===== config.mk =====
export PLATFORM = sky130hd
export DESIGN_NAME = substring_replace_stream_unit_flat
export DESIGN_NICKNAME = d
export VERILOG_FILES = /design/src/hw/rtl/srs_pkg.sv /design/src/hw/rtl/srs_in_if.sv /design/src/hw/rtl/srs_out_if.sv /design/src/hw/rtl/srs_front.sv /design/src/hw/rtl/srs_queue.sv /design/src/hw/rtl/srs_back.sv /design/src/hw/rtl/substring_replace_stream_unit.sv /design/src/flat_wrapper.sv
export SDC_FILE = /design/constraint.sdc
export NUM_CORES = 1
export LEC_CHECK = 0
export BUFFER_PORTS_ARGS = -buffer_cell sky130_fd_sc_hd__buf_2
export CORE_ASPECT_RATIO = 0.8
export CORE_UTILIZATION = 45
export CTS_BUF_LIST = sky130_fd_sc_hd__clkbuf_8
export CTS_CLUSTER_DIAMETER = 60
export DETAILED_ROUTE_END_ITERATION = 8
export GPL_TIMING_DRIVEN = 0
export PLACE_DENSITY = 0.58
export REMOVE_ABC_BUFFERS = 1
export SLEW_MARGIN = 40
export SYNTH_ARGS = -nofsm -noshare
export SYNTH_HDL_FRONTEND = slang
export SYNTH_SLANG_ARGS = --single-unit

===== constraint.sdc =====
create_clock -name clk -period 6.06 [get_ports clk]
set_input_delay 0.606 -clock clk [delete_from_list [all_inputs] [get_ports clk]]
set_output_delay 0.606 -clock clk [all_outputs]
set_load 0.01 [all_outputs]

===== src/hw/rtl/srs_pkg.sv =====
// ----------------------------------------------------------------------------
// srs_pkg
// Types and constants shared by the substring replace stream unit.
// ----------------------------------------------------------------------------
package srs_pkg;

  localparam int BYTE_BITS      = 8;
  localparam int PATTERN_MAX    = 8;
  localparam int REPLACE_MAX    = 8;
  localparam int COUNT_BITS     = 16;
  localparam int LEN_BITS       = 16;
  localparam int FILL_BITS      = 4;
  localparam int WIN_IDX_BITS   = $clog2(PATTERN_MAX);
  localparam int REP_IDX_BITS   = $clog2(REPLACE_MAX);
  localparam int WORD_BITS      = 64;
  localparam int CFG_INDEX_BITS = 3;
  localparam int QUEUE_DEPTH    = 4;
  localparam int QPTR_BITS      = $clog2(QUEUE_DEPTH);
  localparam int QCOUNT_BITS    = $clog2(QUEUE_DEPTH + 1);

  localparam logic [FILL_BITS-1:0]  PATTERN_MAX_F = FILL_BITS'(PATTERN_MAX);
  localparam logic [FILL_BITS-1:0]  REPLACE_MAX_F = FILL_BITS'(REPLACE_MAX);
  localparam logic [COUNT_BITS-1:0] COUNT_MAX     = {COUNT_BITS{1'b1}};
  localparam logic [LEN_BITS-1:0]   LEN_MAX       = {LEN_BITS{1'b1}};
  localparam logic [LEN_BITS-1:0]   CAPACITY_RESET = LEN_MAX;

  // Configuration register indexes.
  localparam logic [CFG_INDEX_BITS-1:0] CFG_PATTERN_BYTES      = 3'd0;
  localparam logic [CFG_INDEX_BITS-1:0] CFG_PATTERN_LENGTH     = 3'd1;
  localparam logic [CFG_INDEX_BITS-1:0] CFG_REPLACEMENT_BYTES  = 3'd2;
  localparam logic [CFG_INDEX_BITS-1:0] CFG_REPLACEMENT_LENGTH = 3'd3;
  localparam logic [CFG_INDEX_BITS-1:0] CFG_OUTPUT_CAPACITY    = 3'd4;

  typedef struct packed {
    logic [WORD_BITS-1:0] pattern_bytes;
    logic [FILL_BITS-1:0] pattern_length;
    logic [WORD_BITS-1:0] replacement_bytes;
    logic [FILL_BITS-1:0] replacement_length;
    logic [LEN_BITS-1:0]  output_capacity;
  } cfg_t;

  typedef enum logic [1:0] {
    CMD_BYTE,
    CMD_REPL,
    CMD_FINAL
  } cmd_kind_t;

  typedef struct packed {
    cmd_kind_t            kind;
    logic [BYTE_BITS-1:0] value;
  } cmd_t;

  typedef enum logic {
    FRONT_RUN,
    FRONT_FLUSH
  } front_state_t;

endpackage


===== src/hw/rtl/srs_in_if.sv =====
// ----------------------------------------------------------------------------
// srs_in_if
// Text channel: one text byte or an end marker per transfer.
// ----------------------------------------------------------------------------
interface srs_in_if import srs_pkg::*; ();

  logic                 valid;
  logic                 ready;
  logic [BYTE_BITS-1:0] text_byte;
  logic                 end_of_text;

  modport source (output valid, output text_byte, output end_of_text, input ready);
  modport sink   (input valid, input text_byte, input end_of_text, output ready);

endinterface


===== src/hw/rtl/srs_out_if.sv =====
// ----------------------------------------------------------------------------
// srs_out_if
// Result channel: one output byte or the closing length report per transfer.
// ----------------------------------------------------------------------------
interface srs_out_if import srs_pkg::*; ();

  logic                 valid;
  logic                 ready;
  logic [BYTE_BITS-1:0] out_byte;
  logic                 byte_valid;
  logic                 final_res;
  logic [LEN_BITS-1:0]  required_length;

  modport source (output valid, output out_byte, output byte_valid, output final_res,
                  output required_length, input ready);
  modport sink   (input valid, input out_byte, input byte_valid, input final_res,
                  input required_length, output ready);

endinterface


===== src/hw/rtl/srs_front.sv =====
// ----------------------------------------------------------------------------
// srs_front
// Accepts text items, keeps the match window and issues commands to the queue.
// ----------------------------------------------------------------------------
module srs_front import srs_pkg::*; (
  input  logic          clk,
  input  logic          rst,
  srs_in_if.sink        text,
  input  cfg_t          cfg,
  input  logic          clear,
  input  logic          full,
  output logic          push,
  output cmd_t          push_entry
);

  front_state_t         state, state_next;
  logic [BYTE_BITS-1:0] window [PATTERN_MAX];
  logic [BYTE_BITS-1:0] window_next [PATTERN_MAX];
  logic [BYTE_BITS-1:0] win_ins [PATTERN_MAX];
  logic [FILL_BITS-1:0] fill, fill_next, fill_ins;
  logic [FILL_BITS-1:0] plen;
  logic                 take;
  logic                 hit;

  assign plen = (cfg.pattern_length > PATTERN_MAX_F) ? PATTERN_MAX_F : cfg.pattern_length;
  assign text.ready = (state == FRONT_RUN) && !full;
  assign take = text.valid && text.ready;

  always_comb begin
    state_next  = state;
    window_next = window;
    fill_next   = fill;
    push        = 1'b0;
    push_entry  = '{kind: CMD_BYTE, value: '0};
    win_ins     = window;
    fill_ins    = fill + FILL_BITS'(1);
    for (int i = 0; i < PATTERN_MAX; i++) begin
      if (WIN_IDX_BITS'(i) == fill[WIN_IDX_BITS-1:0]) begin
        win_ins[i] = text.text_byte;
      end
    end
    hit = 1'b1;
    for (int i = 0; i < PATTERN_MAX; i++) begin
      if ((FILL_BITS'(i) < plen) &&
          (win_ins[i] != cfg.pattern_bytes[i*BYTE_BITS +: BYTE_BITS])) begin
        hit = 1'b0;
      end
    end

    unique case (state)
      FRONT_RUN: begin
        if (take) begin
          if (text.end_of_text) begin
            state_next = FRONT_FLUSH;
          end else if (plen == '0) begin
            push       = 1'b1;
            push_entry = '{kind: CMD_BYTE, value: text.text_byte};
          end else begin
            window_next = win_ins;
            fill_next   = fill_ins;
            if (fill_ins >= plen) begin
              push = 1'b1;
              if (hit) begin
                push_entry = '{kind: CMD_REPL, value: '0};
                fill_next  = '0;
              end else begin
                // No match: the oldest byte leaves and the window slides on.
                push_entry = '{kind: CMD_BYTE, value: win_ins[0]};
                for (int i = 0; i < PATTERN_MAX - 1; i++) begin
                  window_next[i] = win_ins[i+1];
                end
                window_next[PATTERN_MAX-1] = '0;
                fill_next = fill_ins - FILL_BITS'(1);
              end
            end
          end
        end
      end
      FRONT_FLUSH: begin
        if (!full) begin
          push = 1'b1;
          if (fill != '0) begin
            push_entry = '{kind: CMD_BYTE, value: window[0]};
            for (int i = 0; i < PATTERN_MAX - 1; i++) begin
              window_next[i] = window[i+1];
            end
            window_next[PATTERN_MAX-1] = '0;
            fill_next = fill - FILL_BITS'(1);
          end else begin
            push_entry = '{kind: CMD_FINAL, value: '0};
            state_next = FRONT_RUN;
          end
        end
      end
      default: begin
        state_next = FRONT_RUN;
      end
    endcase

    // A new pattern length throws away whatever the window holds.
    if (clear) begin
      fill_next = '0;
    end
  end

  always_ff @(posedge clk) begin
    if (rst) begin
      state <= FRONT_RUN;
      fill  <= '0;
    end else begin
      state <= state_next;
      fill  <= fill_next;
    end
  end

  always_ff @(posedge clk) begin
    window <= window_next;
  end

endmodule


===== src/hw/rtl/srs_queue.sv =====
// ----------------------------------------------------------------------------
// srs_queue
// Short command queue between the front and the back.
// ----------------------------------------------------------------------------
module srs_queue import srs_pkg::*; (
  input  logic clk,
  input  logic rst,
  input  logic push,
  input  cmd_t push_entry,
  output logic full,
  input  logic pop,
  output cmd_t head,
  output logic empty
);

  cmd_t                   entries [QUEUE_DEPTH];
  logic [QPTR_BITS-1:0]   wr_ptr, rd_ptr;
  logic [QCOUNT_BITS-1:0] count;
  logic                   do_push, do_pop;

  assign full    = (count == QCOUNT_BITS'(QUEUE_DEPTH));
  assign empty   = (count == '0);
  assign do_push = push && !full;
  assign do_pop  = pop && !empty;
  assign head    = entries[rd_ptr];

  always_ff @(posedge clk) begin
    if (rst) begin
      wr_ptr <= '0;
      rd_ptr <= '0;
      count  <= '0;
    end else begin
      if (do_push) begin
        wr_ptr <= wr_ptr + QPTR_BITS'(1);
      end
      if (do_pop) begin
        rd_ptr <= rd_ptr + QPTR_BITS'(1);
      end
      if (do_push && !do_pop) begin
        count <= count + QCOUNT_BITS'(1);
      end else if (do_pop && !do_push) begin
        count <= count - QCOUNT_BITS'(1);
      end
    end
  end

  always_ff @(posedge clk) begin
    if (do_push) begin
      entries[wr_ptr] <= push_entry;
    end
  end

endmodule


===== src/hw/rtl/srs_back.sv =====
// ----------------------------------------------------------------------------
// srs_back
// Carries out queued commands, keeps the output counts and drives results.
// ----------------------------------------------------------------------------
module srs_back import srs_pkg::*; (
  input  logic          clk,
  input  logic          rst,
  input  cfg_t          cfg,
  input  cmd_t          head,
  input  logic          empty,
  output logic          pop,
  srs_out_if.source     result
);

  logic                    out_valid;
  logic [BYTE_BITS-1:0]    out_byte;
  logic                    out_bval;
  logic                    out_final;
  logic [LEN_BITS-1:0]     out_len;
  logic [REP_IDX_BITS-1:0] idx, idx_next;
  logic [LEN_BITS-1:0]     written, written_next;
  logic [COUNT_BITS-1:0]   needed, needed_next;
  logic [FILL_BITS-1:0]    rlen;
  logic                    step, emit, load_byte, load_final;
  logic [BYTE_BITS-1:0]    emit_byte;
  logic [LEN_BITS-1:0]     sat_len;

  assign rlen = (cfg.replacement_length > REPLACE_MAX_F) ? REPLACE_MAX_F
                                                         : cfg.replacement_length;
  // The output register either is free or empties in this cycle.
  assign step = !empty && (!out_valid || result.ready);
  assign sat_len = (33'(needed) > 33'(LEN_MAX)) ? LEN_MAX : LEN_BITS'(needed);

  always_comb begin
    pop          = 1'b0;
    emit         = 1'b0;
    emit_byte    = head.value;
    idx_next     = idx;
    written_next = written;
    needed_next  = needed;
    load_byte    = 1'b0;
    load_final   = 1'b0;
    if (step) begin
      unique case (head.kind)
        CMD_BYTE: begin
          emit = 1'b1;
          pop  = 1'b1;
        end
        CMD_REPL: begin
          if (rlen == '0) begin
            pop = 1'b1;
          end else begin
            emit      = 1'b1;
            emit_byte = cfg.replacement_bytes[idx*BYTE_BITS +: BYTE_BITS];
            if ((FILL_BITS'(idx) + FILL_BITS'(1)) == rlen) begin
              pop      = 1'b1;
              idx_next = '0;
            end else begin
              idx_next = idx + REP_IDX_BITS'(1);
            end
          end
        end
        CMD_FINAL: begin
          load_final   = 1'b1;
          pop          = 1'b1;
          written_next = '0;
          needed_next  = '0;
        end
        default: begin
          pop = 1'b1;
        end
      endcase
    end
    if (emit) begin
      if (needed != COUNT_MAX) begin
        needed_next = needed + COUNT_BITS'(1);
      end
      // One place is kept back for the terminator of the destination.
      if (((LEN_BITS+1)'(written) + (LEN_BITS+1)'(1)) < (LEN_BITS+1)'(cfg.output_capacity))
      begin
        load_byte    = 1'b1;
        written_next = written + LEN_BITS'(1);
      end
    end
  end

  always_ff @(posedge clk) begin
    if (rst) begin
      out_valid <= 1'b0;
      idx       <= '0;
      written   <= '0;
      needed    <= '0;
    end else begin
      idx     <= idx_next;
      written <= written_next;
      needed  <= needed_next;
      if (load_byte || load_final) begin
        out_valid <= 1'b1;
      end else if (result.ready) begin
        out_valid <= 1'b0;
      end
    end
  end

  always_ff @(posedge clk) begin
    if (load_byte) begin
      out_byte  <= emit_byte;
      out_bval  <= 1'b1;
      out_final <= 1'b0;
      out_len   <= '0;
    end else if (load_final) begin
      out_byte  <= '0;
      out_bval  <= 1'b0;
      out_final <= 1'b1;
      out_len   <= sat_len;
    end
  end

  assign result.valid           = out_valid;
  assign result.out_byte        = out_byte;
  assign result.byte_valid      = out_bval;
  assign result.final_res       = out_final;
  assign result.required_length = out_len;

endmodule


===== src/hw/rtl/substring_replace_stream_unit.sv =====
// ----------------------------------------------------------------------------
// substring_replace_stream_unit
// Streaming find-and-replace over a byte text with a closing length report.
// ----------------------------------------------------------------------------
// The text channel takes one text byte per transfer; a transfer with
// end_of_text set closes the text. The result channel gives the output bytes
// in order and then one final result carrying the required output length.
// Registers are to be written through the plain write port only while the
// block is idle; the user must keep to this, the block does not enforce it.
//
// A result passes from the front through the queue to the output register.
// Throughput: one text byte per cycle while the command queue has room. A
// match makes the back part emit the replacement bytes in turn, or just pop
// the command when replacement_length is zero, so long replacements fill
// the four-entry queue and hold off the text channel. An end item holds the
// text channel while the front drains the window into the queue and then
// pushes the final command. When the receiver stalls, the output register
// holds its result, the back part stops, the queue fills and the text channel
// drops ready. Reset empties the window, the queue and the output register,
// clears the counts and sets the registers to their reset values.
// ----------------------------------------------------------------------------
module substring_replace_stream_unit import srs_pkg::*; (
  input  logic                      clk,
  input  logic                      rst,
  srs_in_if.sink                    text,
  srs_out_if.source                 result,
  input  logic                      cfg_write,
  input  logic [CFG_INDEX_BITS-1:0] cfg_index,
  input  logic [WORD_BITS-1:0]      cfg_data
);

  cfg_t cfg;
  logic clear;
  logic push, q_full, q_empty, pop;
  cmd_t push_entry, head;

  assign clear = cfg_write && (cfg_index == CFG_PATTERN_LENGTH);

  always_ff @(posedge clk) begin
    if (rst) begin
      cfg.pattern_bytes      <= '0;
      cfg.pattern_length     <= '0;
      cfg.replacement_bytes  <= '0;
      cfg.replacement_length <= '0;
      cfg.output_capacity    <= CAPACITY_RESET;
    end else if (cfg_write) begin
      unique case (cfg_index)
        CFG_PATTERN_BYTES:      cfg.pattern_bytes      <= cfg_data;
        CFG_PATTERN_LENGTH:     cfg.pattern_length     <= cfg_data[FILL_BITS-1:0];
        CFG_REPLACEMENT_BYTES:  cfg.replacement_bytes  <= cfg_data;
        CFG_REPLACEMENT_LENGTH: cfg.replacement_length <= cfg_data[FILL_BITS-1:0];
        CFG_OUTPUT_CAPACITY:    cfg.output_capacity    <= cfg_data[LEN_BITS-1:0];
        default: begin
        end
      endcase
    end
  end

  srs_front u_front (
    .clk        (clk),
    .rst        (rst),
    .text       (text),
    .cfg        (cfg),
    .clear      (clear),
    .full       (q_full),
    .push       (push),
    .push_entry (push_entry)
  );

  srs_queue u_queue (
    .clk        (clk),
    .rst        (rst),
    .push       (push),
    .push_entry (push_entry),
    .full       (q_full),
    .pop        (pop),
    .head       (head),
    .empty      (q_empty)
  );

  srs_back u_back (
    .clk    (clk),
    .rst    (rst),
    .cfg    (cfg),
    .head   (head),
    .empty  (q_empty),
    .pop    (pop),
    .result (result)
  );

`ifndef NO_ASSERTIONS
  // The front never offers a command that the queue cannot take.
  a_no_overflow: assert property (@(posedge clk) disable iff (rst)
    push |-> !q_full)
    else $error("command pushed into a full queue");

  // After an end transfer the text channel waits while the window drains.
  a_end_blocks: assert property (@(posedge clk) disable iff (rst)
    (text.valid && text.ready && text.end_of_text) |=> !text.ready)
    else $error("text accepted during window flush");

  // The back only pops what the queue holds.
  a_no_underflow: assert property (@(posedge clk) disable iff (rst)
    pop |-> !q_empty)
    else $error("pop from an empty queue");

  // A final result never carries an output byte.
  a_final_clean: assert property (@(posedge clk) disable iff (rst)
    (result.valid && result.final_res) |-> !result.byte_valid)
    else $error("final result flagged as a byte");
`endif

endmodule

===== src/flat_wrapper.sv =====
// flat-port wrapper written by rule: the top's interface ports become plain ports
module substring_replace_stream_unit_flat import srs_pkg::*;
  (clk, rst, cfg_write, cfg_index, cfg_data, text_valid, text_text_byte, text_end_of_text, text_ready, result_valid, result_out_byte, result_byte_valid, result_final_res, result_required_length, result_ready);
  srs_in_if text_i ();
  srs_out_if result_i ();
  input  logic clk;
  input  logic rst;
  input  logic cfg_write;
  input  logic [CFG_INDEX_BITS-1:0] cfg_index;
  input  logic [WORD_BITS-1:0] cfg_data;
  input wire logic [$bits(text_i.valid)-1:0] text_valid;
  input wire logic [$bits(text_i.text_byte)-1:0] text_text_byte;
  input wire logic [$bits(text_i.end_of_text)-1:0] text_end_of_text;
  output wire logic [$bits(text_i.ready)-1:0] text_ready;
  output wire logic [$bits(result_i.valid)-1:0] result_valid;
  output wire logic [$bits(result_i.out_byte)-1:0] result_out_byte;
  output wire logic [$bits(result_i.byte_valid)-1:0] result_byte_valid;
  output wire logic [$bits(result_i.final_res)-1:0] result_final_res;
  output wire logic [$bits(result_i.required_length)-1:0] result_required_length;
  input wire logic [$bits(result_i.ready)-1:0] result_ready;
  assign text_i.valid = text_valid;
  assign text_i.text_byte = text_text_byte;
  assign text_i.end_of_text = text_end_of_text;
  assign text_ready = text_i.ready;
  assign result_valid = result_i.valid;
  assign result_out_byte = result_i.out_byte;
  assign result_byte_valid = result_i.byte_valid;
  assign result_final_res = result_i.final_res;
  assign result_required_length = result_i.required_length;
  assign result_i.ready = result_ready;
  substring_replace_stream_unit u_core (.clk(clk), .rst(rst), .text(text_i), .result(result_i), .cfg_write(cfg_write), .cfg_index(cfg_index), .cfg_data(cfg_data));
endmodule

==> out/results.ini <==
[run_status]
status=finished clean

[sta]
setup_viol=0
min_period_ns=5.75
fin_skew_ns=0.0529
worst_pin_slew_ns=0.857
rsz0062_at_grt=false
fin_crit_sh_pct=94.9
slew_viol_final=0
slew_headroom_pct=42.6
clock.fmax_ghz=0.174
finalHoldViolations=0

[floorplanning]
die_w_um=218
coreArea_um2=36300
initial_core_util_pct=46.2
die_h_um=175
dieArea_um2=38000
boundaryPins=109
rows=62

[cells_and_area]
synthToLayoutAreaGrowth_pct=12.5
seq_area_um2=7770
nFillCells=3425
multi_input_area_um2=8300
final_nets=2026
finish.utilization_pct=51.9
layout-drive-gt1-share_pct=13.4

[cts]
cts_tree=yes
post_cts_buffers=0
hold_buffers=0
cts-resized-gates=0
clk_pin_slew_ns=0.06
cts_made_buffers=53
cts_sinks=332
htreeDepth=2
clk_latency_ns=0.64
cts_max_path_buffers=3
root_buffer=clkbuf_8

[setup_path]
startpoint_type=flop
cp-end-kind=flop
critPathTopFamily=compound AO/OA/AOI/OAI gates
cp.required_ns=6.44
path_common_cell=o21ai_1
r2r-start=u_core.u_front.fill[2]$_SDFFE_PP0P_
r2r_cells=12
cp.arrival_ns=6.13
path_class=flop to flop
crit_path_max_fanout=21
path_buf_inv=3
reg2reg_to=u_core.u_front.window[13]$_DFFE_PP_
slowest_delay_ns=0.84
cp_cell_sequence=ha_1, mux2i_1, xnor2_1, nor4_1, nand4_1, o21ai_1, a41oi_4, buf_8, buf_6, inv_1, o21ai_1, a221o_1
rrSetupSlack_ns=0.31
crit_slowest_cell=dfxtp_1

[global_routing]
grt_overflow=0
grt_pass1_vias=13000
grt_usage_pct=26.1
antenna_found_initial=1
grt_pass1_wl_um=76000
grt_max_degree=77

[drt]
drtAntennaViolNets=0
post-route-drc-count=0
routed_wl_um=50000
first_iter_violations=1221
dr.pass1.iters=5
wl_per_cell_um=20.6
num_vias=14000
via_per_inst=5.75

[synth]
yosys.area.top_type=dfxtp_1
ys_seq_area_share_pct=46.4
synthesis.area_um2=16800
syn_inst=1847
synth_top_cells_by_area=dfxtp_1 26%, edfxtp_1 20%, nand2_1 9.1%, a21oi_1 6.0%, mux2i_1 4.2%
synth_top_flop_cell=dfxtp_1
synthArstFlopShare_pct=0
ys_ff_latch=332
ys_types=78
synth_edf_count=112
synthTopCellsByCount=406 x nand2_1, 220 x dfxtp_1, 202 x a21oi_1
yosysMostFrequentCell=nand2_1
postSynthAreaPerCell_um2=9.07
ys.warnings.count=0
synthDominantCellAreaShare_pct=26.3

[power]
finalPower_uw=5770
power.clock.fraction_pct=33.5
power_density_nw_per_um2=306
intPower_uw=3930
p_sw_uw=1840
pwr-share-seq_pct=45.1
ir_drop_uv=220
swShare_pct=31.9
power.leakage_uw=0.00716
p_comb_share_pct=21.4

[run]
cap_violations=0

[hold_path]
worstHoldStart=cfg_data[42]
hold_path_depth=3
hold_path_class=input port to flop
holdPathEnd=u_core.cfg[130]$_SDFFE_PP0P_

[place]
gp_congestion=0.905
numPortBuffers=108
post-dp-hpwl_um=35600

-- stage by stage --
step	hold WS (ns)	instances	TNS, ns	setup WS (ns)	cell area, um^2
CTS	0.213	2428	0	0.498	18800
finish	0.237	2429	0	0.312	18900
detailed placement	0.444	2336	0	0.481	17800
global route	0.227	2429	0	0.0405	18900
global placement	0.426	2318	-275.50	-3.21	17400
floorplan	0.427	1730	-0.248	-0.238	16300
-- routing by layer --
metal  track usage (%)  up-vias  routed length (um)
li1                  -     6624                   -
met1              40.1     6785               23900
met2              36.3      503               20700
met3              6.34       62                4610
met4              6.03        0                 758
met5                 0        -                   0
-- worst max path at each step --
| stage | start | endpoint | slack (ns) | depth (start not counted) |
|---|---|---|---|---|
| 4_1_cts | u_core.u_front.fill[2]$_SDFFE_PP0P_ | u_core.u_front.window[13]$_DFFE_PP_ | 0.50 | 12 |
| 3_5_place_dp | u_core.u_front.fill[2]$_SDFFE_PP0P_ | u_core.u_front.window[13]$_DFFE_PP_ | 0.48 | 12 |
| 2_1_floorplan | u_core.u_front.state$_SDFF_PP0_ | u_core.u_front.fill[2]$_SDFFE_PP0P_ | -0.24 | 5 |
| 3_3_place_gp | u_core.u_front.state$_SDFF_PP0_ | u_core.u_front.fill[2]$_SDFFE_PP0P_ | -3.21 | 5 |
| 6_report | u_core.u_front.fill[2]$_SDFFE_PP0P_ | u_core.u_front.window[13]$_DFFE_PP_ | 0.31 | 12 |
| 5_1_grt | u_core.u_front.fill[2]$_SDFFE_PP0P_ | u_core.u_front.window[13]$_DFFE_PP_ | 0.04 | 12 |
-- placed cells by master, fill, tap and decap left out, drive strengths merged, types with 9 or more instances in the layout --
cell / netlist / layout
mux2: 21 / 21
dfxtp: 220 / 220
nor3b: 13 / 13
clkbuf: 91 / 58
nand4: 10 / 10
nand2b: 9 / 9
nor4: 13 / 13
ha: 33 / 33
edfxtp: 112 / 112
o22a: 14 / 14
inv: 68 / 95
and2: 11 / 11
nor2: 95 / 95
mux2i: 72 / 72
a21o: 10 / 10
mux4: 26 / 26
xor2: 27 / 27
nand3: 43 / 43
and3: 12 / 12
a211oi: 13 / 13
a22oi: 11 / 11
a31oi: 11 / 11
nand2: 408 / 408
buf: 26 / 126
xnor2: 41 / 41
nor3: 22 / 22
nor2b: 23 / 23
o21ai: 66 / 66
a21oi: 205 / 205
nand3b: 17 / 17
o22ai: 23 / 23
a2bb2oi: 13 / 13
-- registers in the layout (all words and copies together) (netlist names), named ones only --
name,flops
u_core.cfg,152
u_core.u_back.idx,3
u_core.u_back.needed,16
u_core.u_back.result.byte_valid,1
u_core.u_back.result.final_res,1
u_core.u_back.result.out_byte,8
u_core.u_back.result.required_length,16
u_core.u_back.result.valid,1
u_core.u_back.written,16
u_core.u_front.fill,4
u_core.u_front.state,1
u_core.u_front.window,64
u_core.u_queue.count,3
u_core.u_queue.entries,40
u_core.u_queue.rd_ptr,2
u_core.u_queue.wr_ptr,2
-- worst register-to-register path, cell delays in order, from the launching register on --
cell	delay (ns)
dfxtp_1	0.84
ha_1	0.82
mux2i_1	0.61
xnor2_1	0.12
nor4_1	0.52
nand4_1	0.17
o21ai_1	0.28
a41oi_4	0.42
buf_8	0.29
buf_6	0.17
inv_1	0.48
o21ai_1	0.38
a221o_1	0.44
-- power groups by stage --
stage / Clock, uW / Combinational, uW / Sequential, uW
6_report: 1930 / 1240 / 2600
5_1_grt: 2060 / 1350 / 2620
4_1_cts: 1970 / 1230 / 2600
3_5_place_dp: 0 / 1230 / 2650
3_3_place_gp: 0 / 1150 / 2660
2_1_floorplan: 0 / 773 / 2640
-- cell families after synthesis --
kind of cell               share of synthesized area, %
adders and majority gates                          2.58
muxes                                              9.30
and+or+nand+nor                                    17.9
AOI/OAI and AO/OA                                  15.8
DFF                                                46.4
xor gates and xnor gates                           3.55
buffers and inverters                              4.52
-- cell type report --
type | instances | share of cell area [%]
Timing Repair Buffer | 126 | 4.78
Clock inverter | 34 | 1.19
Clock buffer | 58 | 4.23
Multi-Input combinational cell | 1330 | 44.0
Antenna cell | 1 | 0.0133
Inverter | 68 | 1.35
Tap cell | 480 | 3.18
Sequential cell | 332 | 41.2
Note: power is estimated with default switching activity, not from simulation.
